[src/hw/rtl/pdmc_pkg.sv]
// ----------------------------------------------------------------------------
// pdmc_pkg
// Shared types and constants of the press duration mode controller.
// ----------------------------------------------------------------------------
`default_nettype none

package pdmc_pkg;

   // controller modes
   localparam logic [1:0] MODE_OFF       = 2'd0;
   localparam logic [1:0] MODE_SLEEP_OFF = 2'd1;
   localparam logic [1:0] MODE_MEASURE   = 2'd2;
   localparam logic [1:0] MODE_SLEEP_ON  = 2'd3;

   // register indexes on the csr port
   localparam int unsigned CSR_IDX_BITS = 3;
   localparam logic [CSR_IDX_BITS-1:0] CSR_PAUSE_THR   = 3'd0;
   localparam logic [CSR_IDX_BITS-1:0] CSR_ONOFF_THR   = 3'd1;
   localparam logic [CSR_IDX_BITS-1:0] CSR_SPECIAL_THR = 3'd2;
   localparam logic [CSR_IDX_BITS-1:0] CSR_RESET_THR   = 3'd3;
   localparam logic [CSR_IDX_BITS-1:0] CSR_WARN_MIN    = 3'd4;

   localparam int unsigned CSR_DATA_BITS = 32;

   // register reset values
   localparam logic [31:0] PAUSE_THR_RST   = 32'd500;
   localparam logic [31:0] ONOFF_THR_RST   = 32'd1000;
   localparam logic [31:0] SPECIAL_THR_RST = 32'd2000;
   localparam logic [31:0] RESET_THR_RST   = 32'd3000;
   localparam logic [15:0] WARN_MIN_RST    = 16'd25;

   localparam int unsigned REQ_DATA_BITS = 88;
   localparam int unsigned RSP_DATA_BITS = 152;

   typedef struct packed {
      logic [31:0] pause_thr;
      logic [31:0] onoff_thr;
      logic [31:0] special_thr;
      logic [31:0] reset_thr;
      logic [15:0] warn_floor_cm;
   } cfg_type;

   // request beat, last member in the lowest bits
   typedef struct packed {
      logic [5:0]  pad;
      logic [31:0] now_ms;
      logic [15:0] range_cm;
      logic        measure_ready;
      logic        any_activity;
      logic [31:0] press_ms;
   } req_type;

   // response beat, last member in the lowest bits
   typedef struct packed {
      logic [31:0] pause_tally;
      logic [31:0] pause_time_total_ms;
      logic [31:0] on_time_total_ms;
      logic [31:0] measurement_count;
      logic        stats_valid;
      logic        paused;
      logic        sleep_request;
      logic [15:0] shown_distance;
      logic        display_on;
      logic        ranging_on;
      logic        clear_press;
      logic [1:0]  mode;
   } rsp_type;

   // press duration classes
   typedef struct packed {
      logic reset;
      logic onoff;
      logic pause;
      logic special;
   } guard_type;

   function automatic logic [31:0] sat_add(input logic [31:0] a, input logic [31:0] b);
      logic [32:0] s;
      s = {1'b0, a} + {1'b0, b};
      return s[32] ? 32'hFFFF_FFFF : s[31:0];
   endfunction

endpackage

`default_nettype wire

[src/hw/rtl/pdmc_decode.sv]
// ----------------------------------------------------------------------------
// pdmc_decode
// Sorts a press duration into the reset, on/off, pause and special classes.
// ----------------------------------------------------------------------------
`default_nettype none

module pdmc_decode
   import pdmc_pkg::*;
(
   input  wire logic [31:0] press_ms,
   input  wire cfg_type     cfg,
   output guard_type        guards
);

   // all threshold compares are strict
   always_comb begin
      guards.reset   = press_ms > cfg.reset_thr;
      guards.onoff   = (press_ms > cfg.onoff_thr) && (press_ms < cfg.special_thr);
      guards.pause   = (press_ms > cfg.pause_thr) && (press_ms < cfg.onoff_thr);
      guards.special = (press_ms > cfg.special_thr) && (press_ms < cfg.reset_thr);
   end

endmodule

`default_nettype wire

[src/hw/rtl/pdmc_fsm.sv]
// ----------------------------------------------------------------------------
// pdmc_fsm
// Mode state machine with flags and statistics; one firing per enable.
// ----------------------------------------------------------------------------
`default_nettype none

module pdmc_fsm
   import pdmc_pkg::*;
#(
   parameter int unsigned TIME_BITS = 32
)(
   input  wire logic      clock,
   input  wire logic      reset,
   input  wire logic      fire,
   input  wire req_type   item,
   input  wire guard_type guards,
   input  wire logic [15:0] warn_floor_cm,
   output rsp_type        result
);

   // timestamps keep at most 32 bits
   localparam int unsigned TW = (TIME_BITS < 32) ? TIME_BITS : 32;

   logic [1:0]    mode_ff, mode_in;
   logic          paused_ff, paused_in;
   logic          ranging_ff, ranging_in;
   logic          display_ff, display_in;
   logic [15:0]   dist_ff, dist_in;
   logic          special_ff, special_in;
   logic [31:0]   meas_ff, meas_in;
   logic [31:0]   on_total_ff, on_total_in;
   logic [31:0]   pause_total_ff, pause_total_in;
   logic [31:0]   pauses_ff, pauses_in;
   logic [TW-1:0] on_since_ff, on_since_in;
   logic [TW-1:0] pause_since_ff, pause_since_in;

   logic [TW-1:0] now_t;
   logic [TW-1:0] on_elapsed;
   logic [TW-1:0] pause_elapsed;
   logic [15:0]   warn_half;
   logic          clear;
   logic          sleep;

   assign now_t         = item.now_ms[TW-1:0];
   assign on_elapsed    = now_t - on_since_ff;
   assign pause_elapsed = now_t - pause_since_ff;
   assign warn_half     = warn_floor_cm >> 1;

   always_comb begin
      mode_in        = mode_ff;
      paused_in      = paused_ff;
      ranging_in     = ranging_ff;
      display_in     = display_ff;
      dist_in        = dist_ff;
      special_in     = special_ff;
      meas_in        = meas_ff;
      on_total_in    = on_total_ff;
      pause_total_in = pause_total_ff;
      pauses_in      = pauses_ff;
      on_since_in    = on_since_ff;
      pause_since_in = pause_since_ff;
      clear          = 1'b0;
      sleep          = 1'b0;

      if (guards.reset) begin
         // clear everything but the shown distance
         clear          = 1'b1;
         mode_in        = MODE_OFF;
         paused_in      = 1'b0;
         ranging_in     = 1'b0;
         display_in     = 1'b0;
         special_in     = 1'b0;
         meas_in        = '0;
         on_total_in    = '0;
         pause_total_in = '0;
         pauses_in      = '0;
         on_since_in    = '0;
         pause_since_in = '0;
      end else begin
         case (mode_ff)
            MODE_OFF: begin
               if (guards.onoff) begin
                  clear       = 1'b1;
                  on_since_in = now_t;
                  ranging_in  = 1'b1;
                  display_in  = 1'b1;
                  mode_in     = MODE_MEASURE;
               end else if (!item.any_activity) begin
                  sleep   = 1'b1;
                  mode_in = MODE_SLEEP_OFF;
               end
            end
            MODE_SLEEP_OFF: begin
               if (item.any_activity) begin
                  mode_in = MODE_OFF;
               end else begin
                  sleep = 1'b1;
               end
            end
            MODE_MEASURE: begin
               if (guards.special) begin
                  clear      = 1'b1;
                  special_in = 1'b1;
                  if (on_since_ff != '0) begin
                     on_total_in = sat_add(on_total_ff, 32'(on_elapsed));
                     on_since_in = now_t;
                  end
                  if (paused_ff && (pause_since_ff != '0)) begin
                     pause_total_in = sat_add(pause_total_ff, 32'(pause_elapsed));
                     pause_since_in = now_t;
                  end
               end else if (guards.pause) begin
                  clear      = 1'b1;
                  paused_in  = !paused_ff;
                  display_in = paused_ff;
                  if (!paused_ff) begin
                     pauses_in      = sat_add(pauses_ff, 32'd1);
                     pause_since_in = now_t;
                  end else begin
                     pause_total_in = sat_add(pause_total_ff, 32'(pause_elapsed));
                  end
               end else if (item.measure_ready) begin
                  meas_in = sat_add(meas_ff, 32'd1);
                  if (!paused_ff || (item.range_cm < warn_half)) begin
                     dist_in    = item.range_cm;
                     display_in = 1'b1;
                  end else begin
                     display_in = 1'b0;
                  end
               end else if (guards.onoff) begin
                  clear       = 1'b1;
                  ranging_in  = 1'b0;
                  display_in  = 1'b0;
                  paused_in   = 1'b0;
                  on_total_in = sat_add(on_total_ff, 32'(on_elapsed));
                  mode_in     = MODE_OFF;
               end else if (!item.any_activity) begin
                  sleep   = 1'b1;
                  mode_in = MODE_SLEEP_ON;
               end
            end
            default: begin
               // sleep while measuring
               if (item.measure_ready) begin
                  mode_in = MODE_MEASURE;
               end else if (!item.any_activity) begin
                  sleep = 1'b1;
               end
            end
         endcase
      end
   end

   always_ff @(posedge clock) begin
      if (reset) begin
         mode_ff        <= MODE_OFF;
         paused_ff      <= 1'b0;
         ranging_ff     <= 1'b0;
         display_ff     <= 1'b0;
         dist_ff        <= '0;
         special_ff     <= 1'b0;
         meas_ff        <= '0;
         on_total_ff    <= '0;
         pause_total_ff <= '0;
         pauses_ff      <= '0;
         on_since_ff    <= '0;
         pause_since_ff <= '0;
      end else if (fire) begin
         mode_ff        <= mode_in;
         paused_ff      <= paused_in;
         ranging_ff     <= ranging_in;
         display_ff     <= display_in;
         dist_ff        <= dist_in;
         special_ff     <= special_in;
         meas_ff        <= meas_in;
         on_total_ff    <= on_total_in;
         pause_total_ff <= pause_total_in;
         pauses_ff      <= pauses_in;
         on_since_ff    <= on_since_in;
         pause_since_ff <= pause_since_in;
      end
   end

   // response shows the state after the firing
   always_comb begin
      result.mode                = mode_in;
      result.clear_press         = clear;
      result.ranging_on          = ranging_in;
      result.display_on          = display_in;
      result.shown_distance      = dist_in;
      result.sleep_request       = sleep;
      result.paused              = paused_in;
      result.stats_valid         = special_in;
      result.measurement_count   = meas_in;
      result.on_time_total_ms    = on_total_in;
      result.pause_time_total_ms = pause_total_in;
      result.pause_tally         = pauses_in;
   end

endmodule

`default_nettype wire

[src/hw/rtl/press_duration_mode_controller_core.sv]
// ----------------------------------------------------------------------------
// press_duration_mode_controller_core
// Four-mode controller driven by button press duration, one response per beat.
// Flow: request beat into the input register, then the mode/statistics update
//   (combinational) written together with the response register.
// Throughput: 1 beat per cycle while the response channel is not stalled.
// Reset: synchronous, active high; clears mode, flags, statistics and pipeline
//   valids, and loads the threshold registers with their defaults.
// ----------------------------------------------------------------------------
`default_nettype none

module press_duration_mode_controller_core
   import pdmc_pkg::*;
#(
   parameter int unsigned TIME_BITS = 32
)(
   input  wire logic                     clock,
   input  wire logic                     reset,
   // request channel
   input  wire logic                     req_tvalid,
   output      logic                     req_tready,
   // tdata: press_ms[31:0], any_activity[32], measure_ready[33],
   //        range_cm[49:34], now_ms[81:50], zero pad[87:82]
   input  wire logic [REQ_DATA_BITS-1:0] req_tdata,
   // response channel
   output      logic                     rsp_tvalid,
   input  wire logic                     rsp_tready,
   // tdata: mode[1:0], clear_press[2], ranging_on[3], display_on[4],
   //        shown_distance[20:5], sleep_request[21], paused[22],
   //        stats_valid[23], measurement_count[55:24],
   //        on_time_total_ms[87:56], pause_time_total_ms[119:88],
   //        pause_tally[151:120]
   output      logic [RSP_DATA_BITS-1:0] rsp_tdata,
   // register write port
   input  wire logic                     csr_we,
   input  wire logic [CSR_IDX_BITS-1:0]  csr_index,
   input  wire logic [CSR_DATA_BITS-1:0] csr_wdata
);

   // threshold registers
   cfg_type   cfg_ff;

   // input register stage
   logic      in_valid_ff;
   req_type   in_item_ff;

   // response register
   logic      out_valid_ff;
   rsp_type   out_data_ff;

   guard_type guards;
   rsp_type   result;
   logic      fire;

   // a beat moves from the input register to the response register when
   // the response slot is empty or being drained this cycle
   assign fire       = in_valid_ff && (!out_valid_ff || rsp_tready);
   assign req_tready = !in_valid_ff || fire;

   always_ff @(posedge clock) begin
      if (reset) begin
         cfg_ff.pause_thr     <= PAUSE_THR_RST;
         cfg_ff.onoff_thr     <= ONOFF_THR_RST;
         cfg_ff.special_thr   <= SPECIAL_THR_RST;
         cfg_ff.reset_thr     <= RESET_THR_RST;
         cfg_ff.warn_floor_cm <= WARN_MIN_RST;
      end else if (csr_we) begin
         case (csr_index)
            CSR_PAUSE_THR:   cfg_ff.pause_thr     <= csr_wdata;
            CSR_ONOFF_THR:   cfg_ff.onoff_thr     <= csr_wdata;
            CSR_SPECIAL_THR: cfg_ff.special_thr   <= csr_wdata;
            CSR_RESET_THR:   cfg_ff.reset_thr     <= csr_wdata;
            CSR_WARN_MIN:    cfg_ff.warn_floor_cm <= csr_wdata[15:0];
            default: begin
               // unmapped index: write dropped
            end
         endcase
      end
   end

   // input stage
   always_ff @(posedge clock) begin
      if (reset) begin
         in_valid_ff <= 1'b0;
      end else if (req_tready) begin
         in_valid_ff <= req_tvalid;
      end
   end

   always_ff @(posedge clock) begin
      if (req_tvalid && req_tready) begin
         in_item_ff <= req_type'(req_tdata);
      end
   end

   pdmc_decode u_decode (
      .press_ms (in_item_ff.press_ms),
      .cfg      (cfg_ff),
      .guards   (guards)
   );

   pdmc_fsm #(
      .TIME_BITS (TIME_BITS)
   ) u_fsm (
      .clock         (clock),
      .reset         (reset),
      .fire          (fire),
      .item          (in_item_ff),
      .guards        (guards),
      .warn_floor_cm (cfg_ff.warn_floor_cm),
      .result        (result)
   );

   // response register
   always_ff @(posedge clock) begin
      if (reset) begin
         out_valid_ff <= 1'b0;
      end else if (fire) begin
         out_valid_ff <= 1'b1;
      end else if (rsp_tready) begin
         out_valid_ff <= 1'b0;
      end
   end

   always_ff @(posedge clock) begin
      if (fire) begin
         out_data_ff <= result;
      end
   end

   assign rsp_tvalid = out_valid_ff;
   assign rsp_tdata  = out_data_ff;

endmodule

`default_nettype wire

[config.mk]
export PLATFORM = sky130hd
export DESIGN_NAME = press_duration_mode_controller_core
export DESIGN_NICKNAME = d
export VERILOG_FILES = /design/src/hw/rtl/pdmc_pkg.sv /design/src/hw/rtl/pdmc_decode.sv /design/src/hw/rtl/pdmc_fsm.sv /design/src/hw/rtl/press_duration_mode_controller_core.sv
export SDC_FILE = /design/constraint.sdc
export NUM_CORES = 2
export LEC_CHECK = 0
export ABC_AREA = 1
export BUFFER_PORTS_ARGS = -buffer_cell sky130_fd_sc_hd__buf_4
export CAP_MARGIN = 20
export CORE_UTILIZATION = 62
export CTS_CLUSTER_DIAMETER = 40
export DETAILED_ROUTE_END_ITERATION = 8
export GPL_TIMING_DRIVEN = 0
export PLACE_DENSITY = 0.82
export SLEW_MARGIN = 10
export SYNTH_ARGS = -nofsm -noshare
export SYNTH_HDL_FRONTEND = slang
export SYNTH_SLANG_ARGS = --single-unit
[constraint.sdc]
create_clock -name clock -period 9.15 [get_ports clock]
set_input_delay 1.3725 -clock clock [delete_from_list [all_inputs] [get_ports clock]]
set_output_delay 1.3725 -clock clock [all_outputs]
set_load 0.005 [all_outputs]
==> impl_metrics.env <==
export IMPL_tritoncts_num_buffers=87
export IMPL_yosys_warnings=0
export IMPL_fillers=4934
export IMPL_number_of_synthesized_flops_with_an_enable_pin=234
export IMPL_drt_antenna_violating_nets=0
export IMPL_syn_area_um2=37900
export IMPL_power_share_combinational_pct=24.4
export IMPL_sequential_cell_area_um2=14200
export IMPL_initial_cell_density_of_the_core_pct=62.8
export IMPL_power_leakage_uw=0.0193
export IMPL_yosys_cell_types_count=51
export IMPL_synth_top_cell_by_area="sky130_fd_sc_hd__dfxtp_1"
export IMPL_cts_sinks=593
export IMPL_post_place_cells=6341
export IMPL_register_bit_count_reported_by_yosys=593
export IMPL_routabilityCongestion=1.03
export IMPL_row_count=90
export IMPL_yosysTopAreaCellShare_pct=19.0
export IMPL_final_std_cells_w_o_fill=6505
export IMPL_route_detailed_vias_per_inst=6.05
export IMPL_fmax_ghz=0.166
export IMPL_area_of_the_die_um2=62100
export IMPL_final_cell_mix="sky130_fd_sc_hd__nand2_1 (1,156), sky130_fd_sc_hd__inv_1 (672), sky130_fd_sc_hd__a21oi_1 (587)"
export IMPL_cp_data_required_time_ns=9.48
export IMPL_period_minus_slack_ns=6.01
export IMPL_detail_route_iter0_violations=4591
export IMPL_synthTopCellsByArea="sky130_fd_sc_hd__dfxtp_1 (19%), sky130_fd_sc_hd__edfxtp_1 (19%), sky130_fd_sc_hd__nand2_1 (11%), sky130_fd_sc_hd__ha_1 (9.0%), sky130_fd_sc_hd__a21oi_1 (7.8%)"
export IMPL_critical_path_class="flip-flop to flip-flop"
export IMPL_cts_tree="done"
export IMPL_chipHeight_um=249
export IMPL_clock_pin_slew_on_the_worst_setup_and_hold_paths_ns=0.06
export IMPL_layout_area_overhead_vs_synth_pct=16.3
export IMPL_setup_viol=0
export IMPL_highest_net_fanout_along_the_worst_path=8
export IMPL_grt_overflow_total=0
export IMPL_synth_async_reset_ratio_pct=0
export IMPL_grt_start_max_net_pins=56
export IMPL_antenna_found_initial=5
export IMPL_detail_route_drc_violations=0
export IMPL_global_route_wire_length_before_repair_mm=202
export IMPL_total_power_uw=8570
export IMPL_share_of_post_route_cells_with_drive_strength_above_1_pct=9.33
export IMPL_worst_pin_slew_ns=1.13
export IMPL_postSynthCellCount=5281
export IMPL_peakVddDrop_v=0.000186
export IMPL_power_per_cell_area_nw_per_um2=194
export IMPL_cts_path_max_buffers=3
export IMPL_footprint_of_the_multi_input_gates_um2=20200
export IMPL_cts_post_setup_buffers_inserted=0
export IMPL_dieWidth_um=249
export IMPL_worstSetupStartpointType="flip-flop"
export IMPL_fp_coreArea_um2=60400
export IMPL_finalNetCount=6053
export IMPL_wire_length_per_cell_after_detailed_routing_um=20.4
export IMPL_syn_mean_instance_area_um2=7.18
export IMPL_period_utilization_post_route_pct=65.7
export IMPL_post_cts_hold_buffer_count=0
export IMPL_holdCritPathClass="flip-flop to flip-flop"
export IMPL_final_common_cell="sky130_fd_sc_hd__nand2_1"
export IMPL_endpoint_kind="flip-flop"
export IMPL_dominantRegCellSynth="sky130_fd_sc_hd__dfxtp_1"
export IMPL_final_max_slew_viol_count=0
export IMPL_seqPwrFrac_pct=35.1
export IMPL_switching_power_uw=2960
export IMPL_clk_root_buffer_cell="sky130_fd_sc_hd__clkbuf_16"
export IMPL_hold_viol=0
export IMPL_power_clock_fraction_pct=40.5
export IMPL_via_count_of_the_first_global_routing_pass=36300
export IMPL_ios=282
export IMPL_power_switching_share_pct=34.5
export IMPL_fin_worst_skew_ns=0.0277
export IMPL_post_cts_resized_instances=0
export IMPL_place_hpwl_mm=102
export IMPL_tritonroute_pass_1_iters=7
export IMPL_finalHoldWorstSlack_ns=0.462
export IMPL_crit_arrival_ns=6.35
export IMPL_port_buffer_count=274
export IMPL_drv_cap=0
export IMPL_insertion_delay_ns=0.67
export IMPL_wire_length_reported_by_the_detailed_router_mm=133
export IMPL_overall_track_demand_over_capacity_in_global_routing_pct=41.5
export IMPL_rsz0062_at_grt="false"
export IMPL_dr_total_vias=39400
export IMPL_run_status="finished clean"
export IMPL_cts_htree_levels=3
export IMPL_synth_seq_area_share_pct=37.5
export IMPL_postSynthNetCount=5686
export IMPL_timing_slew_headroom_pct=24.6
export IMPL_cell_internal_pwr_uw=5610
==> per-stage QoR <==
stage	area, um^2	setup WS, ns	TNS, ns	utilization (%)
3_5_place_dp	41000	3.39	0	68.0
4_1_cts	44100	3.36	0	73.0
5_1_grt	44100	2.69	0	73.0
6_report	44100	3.14	0	73.0
3_3_place_gp	40900	-0.544	-73.59	67.8
2_1_floorplan	37900	2.23	0	-
==> cell families after synthesis <==
family / synth area share [%]
compound gates: 17.3
simple gates: 24.4
buf+inv: 9.18
xor+xnor: 2.36
flops: 37.5
fa+ha+maj: 9.22
==> Yosys cell counts, types with 5 or more instances <==
master and n:
sky130_fd_sc_hd__nand2_1 1156, sky130_fd_sc_hd__inv_1 673, sky130_fd_sc_hd__a21oi_1 587, sky130_fd_sc_hd__o21ai_0 466, sky130_fd_sc_hd__nor2_1 402, sky130_fd_sc_hd__nand3_1 365
sky130_fd_sc_hd__dfxtp_1 359, sky130_fd_sc_hd__ha_1 273, sky130_fd_sc_hd__edfxtp_1 234, sky130_fd_sc_hd__clkbuf_1 153, sky130_fd_sc_hd__nand4_1 124, sky130_fd_sc_hd__o211ai_1 85
sky130_fd_sc_hd__xor2_1 70, sky130_fd_sc_hd__nor3_1 52, sky130_fd_sc_hd__buf_2 42, sky130_fd_sc_hd__xnor2_1 32, sky130_fd_sc_hd__o21ai_1 30, sky130_fd_sc_hd__nor4_1 19
sky130_fd_sc_hd__buf_1 16, sky130_fd_sc_hd__a31oi_1 15, sky130_fd_sc_hd__a21o_1 14, sky130_fd_sc_hd__o21a_1 14, sky130_fd_sc_hd__o21bai_1 10, sky130_fd_sc_hd__inv_2 9
sky130_fd_sc_hd__or2_2 9, sky130_fd_sc_hd__nand2_2 7, sky130_fd_sc_hd__a21boi_0 6, sky130_fd_sc_hd__nor2_2 6, sky130_fd_sc_hd__buf_4 5, sky130_fd_sc_hd__nand3b_1 5
==> registers in the layout, summed over array words and instances (netlist names) <==
register and flops:
u_fsm.mode_ff 2, u_fsm.on_since_ff 32, rsp_tdata 152, in_valid_ff 1, u_fsm.dist_ff 16, u_fsm.special_ff 1, u_fsm.meas_ff 32, u_fsm.pause_total_ff 32
u_fsm.paused_ff 1, u_fsm.pauses_ff 32, u_fsm.display_ff 1, cfg_ff 143, rsp_tvalid 1, u_fsm.pause_since_ff 32, u_fsm.ranging_ff 1, in_item_ff 82
u_fsm.on_total_ff 32
==> per-layer routing <==
metal / global-route usage [%] / part of all wire [%] / vias to the layer above / wire (um)
li1: - / - / 18500 / -
met3: 8.27 / 11 / 505 / 14200
met5: 0 / 0.019 / - / 25
met1: 53.8 / 39 / 18100 / 52200
met4: 23.6 / 6.4 / 4 / 8520
met2: 64.7 / 44 / 2267 / 57700
==> layout make-up <==
type,count,share of cell area [%]
flip-flops and latches,593,32.2
inverters,685,5.84
clock buffers,98,5.17
well taps,782,2.22
clock inverters,65,1.71
diodes,1,0.00568
plain buffers,218,2.06
repair buffers,278,4.88
multi-input cells,3785,45.9
==> power by group through the flow <==
stage / Clock [uW] / Combinational, uW / Sequential, uW
2_1_floorplan: 0 / 1370 / 3020
3_3_place_gp: 0 / 1970 / 3060
3_5_place_dp: 0 / 2010 / 3050
4_1_cts: 3470 / 2030 / 3000
5_1_grt: 3580 / 2280 / 3020
6_report: 3470 / 2090 / 3010
==> worst max-delay path, cell delays in order (launching register included) <==
cell and delay, ns:
sky130_fd_sc_hd__edfxtp_1 0.46, sky130_fd_sc_hd__ha_1 0.40, sky130_fd_sc_hd__a21oi_1 0.16, sky130_fd_sc_hd__nand2_1 0.10
sky130_fd_sc_hd__a21oi_1 0.23, sky130_fd_sc_hd__o21ai_1 0.19, sky130_fd_sc_hd__a21boi_0 0.56, sky130_fd_sc_hd__o21ai_1 0.21
sky130_fd_sc_hd__a21boi_0 0.39, sky130_fd_sc_hd__o21ai_1 0.12, sky130_fd_sc_hd__xor2_1 0.17, sky130_fd_sc_hd__ha_1 0.36
sky130_fd_sc_hd__a21oi_1 0.19, sky130_fd_sc_hd__a21boi_0 0.30, sky130_fd_sc_hd__nand2_1 0.11, sky130_fd_sc_hd__a21oi_1 0.36
sky130_fd_sc_hd__nand2_2 0.20, sky130_fd_sc_hd__inv_2 0.23, sky130_fd_sc_hd__nand3_1 0.34, sky130_fd_sc_hd__nor3_1 0.26
sky130_fd_sc_hd__nor2_1 0.09, sky130_fd_sc_hd__nand2_1 0.07, sky130_fd_sc_hd__o21ai_0 0.19
==> path summary, 6_finish.rpt <==
check | start | slack, ns | depth (start not counted) | to
hold / removal | cfg_ff[106]$_SDFFE_PP0P_ | 0.46 | 2 | cfg_ff[106]$_SDFFE_PP0P_
setup / recovery | in_item_ff[52]$_DFFE_PP_ | 3.14 | 22 | rsp_tdata[119]$_DFFE_PP_
hold reg to reg | cfg_ff[106]$_SDFFE_PP0P_ | 0.46 | 2 | cfg_ff[106]$_SDFFE_PP0P_
setup reg to reg | in_item_ff[52]$_DFFE_PP_ | 3.14 | 22 | rsp_tdata[119]$_DFFE_PP_
Power figures use the tool's default switching activity.
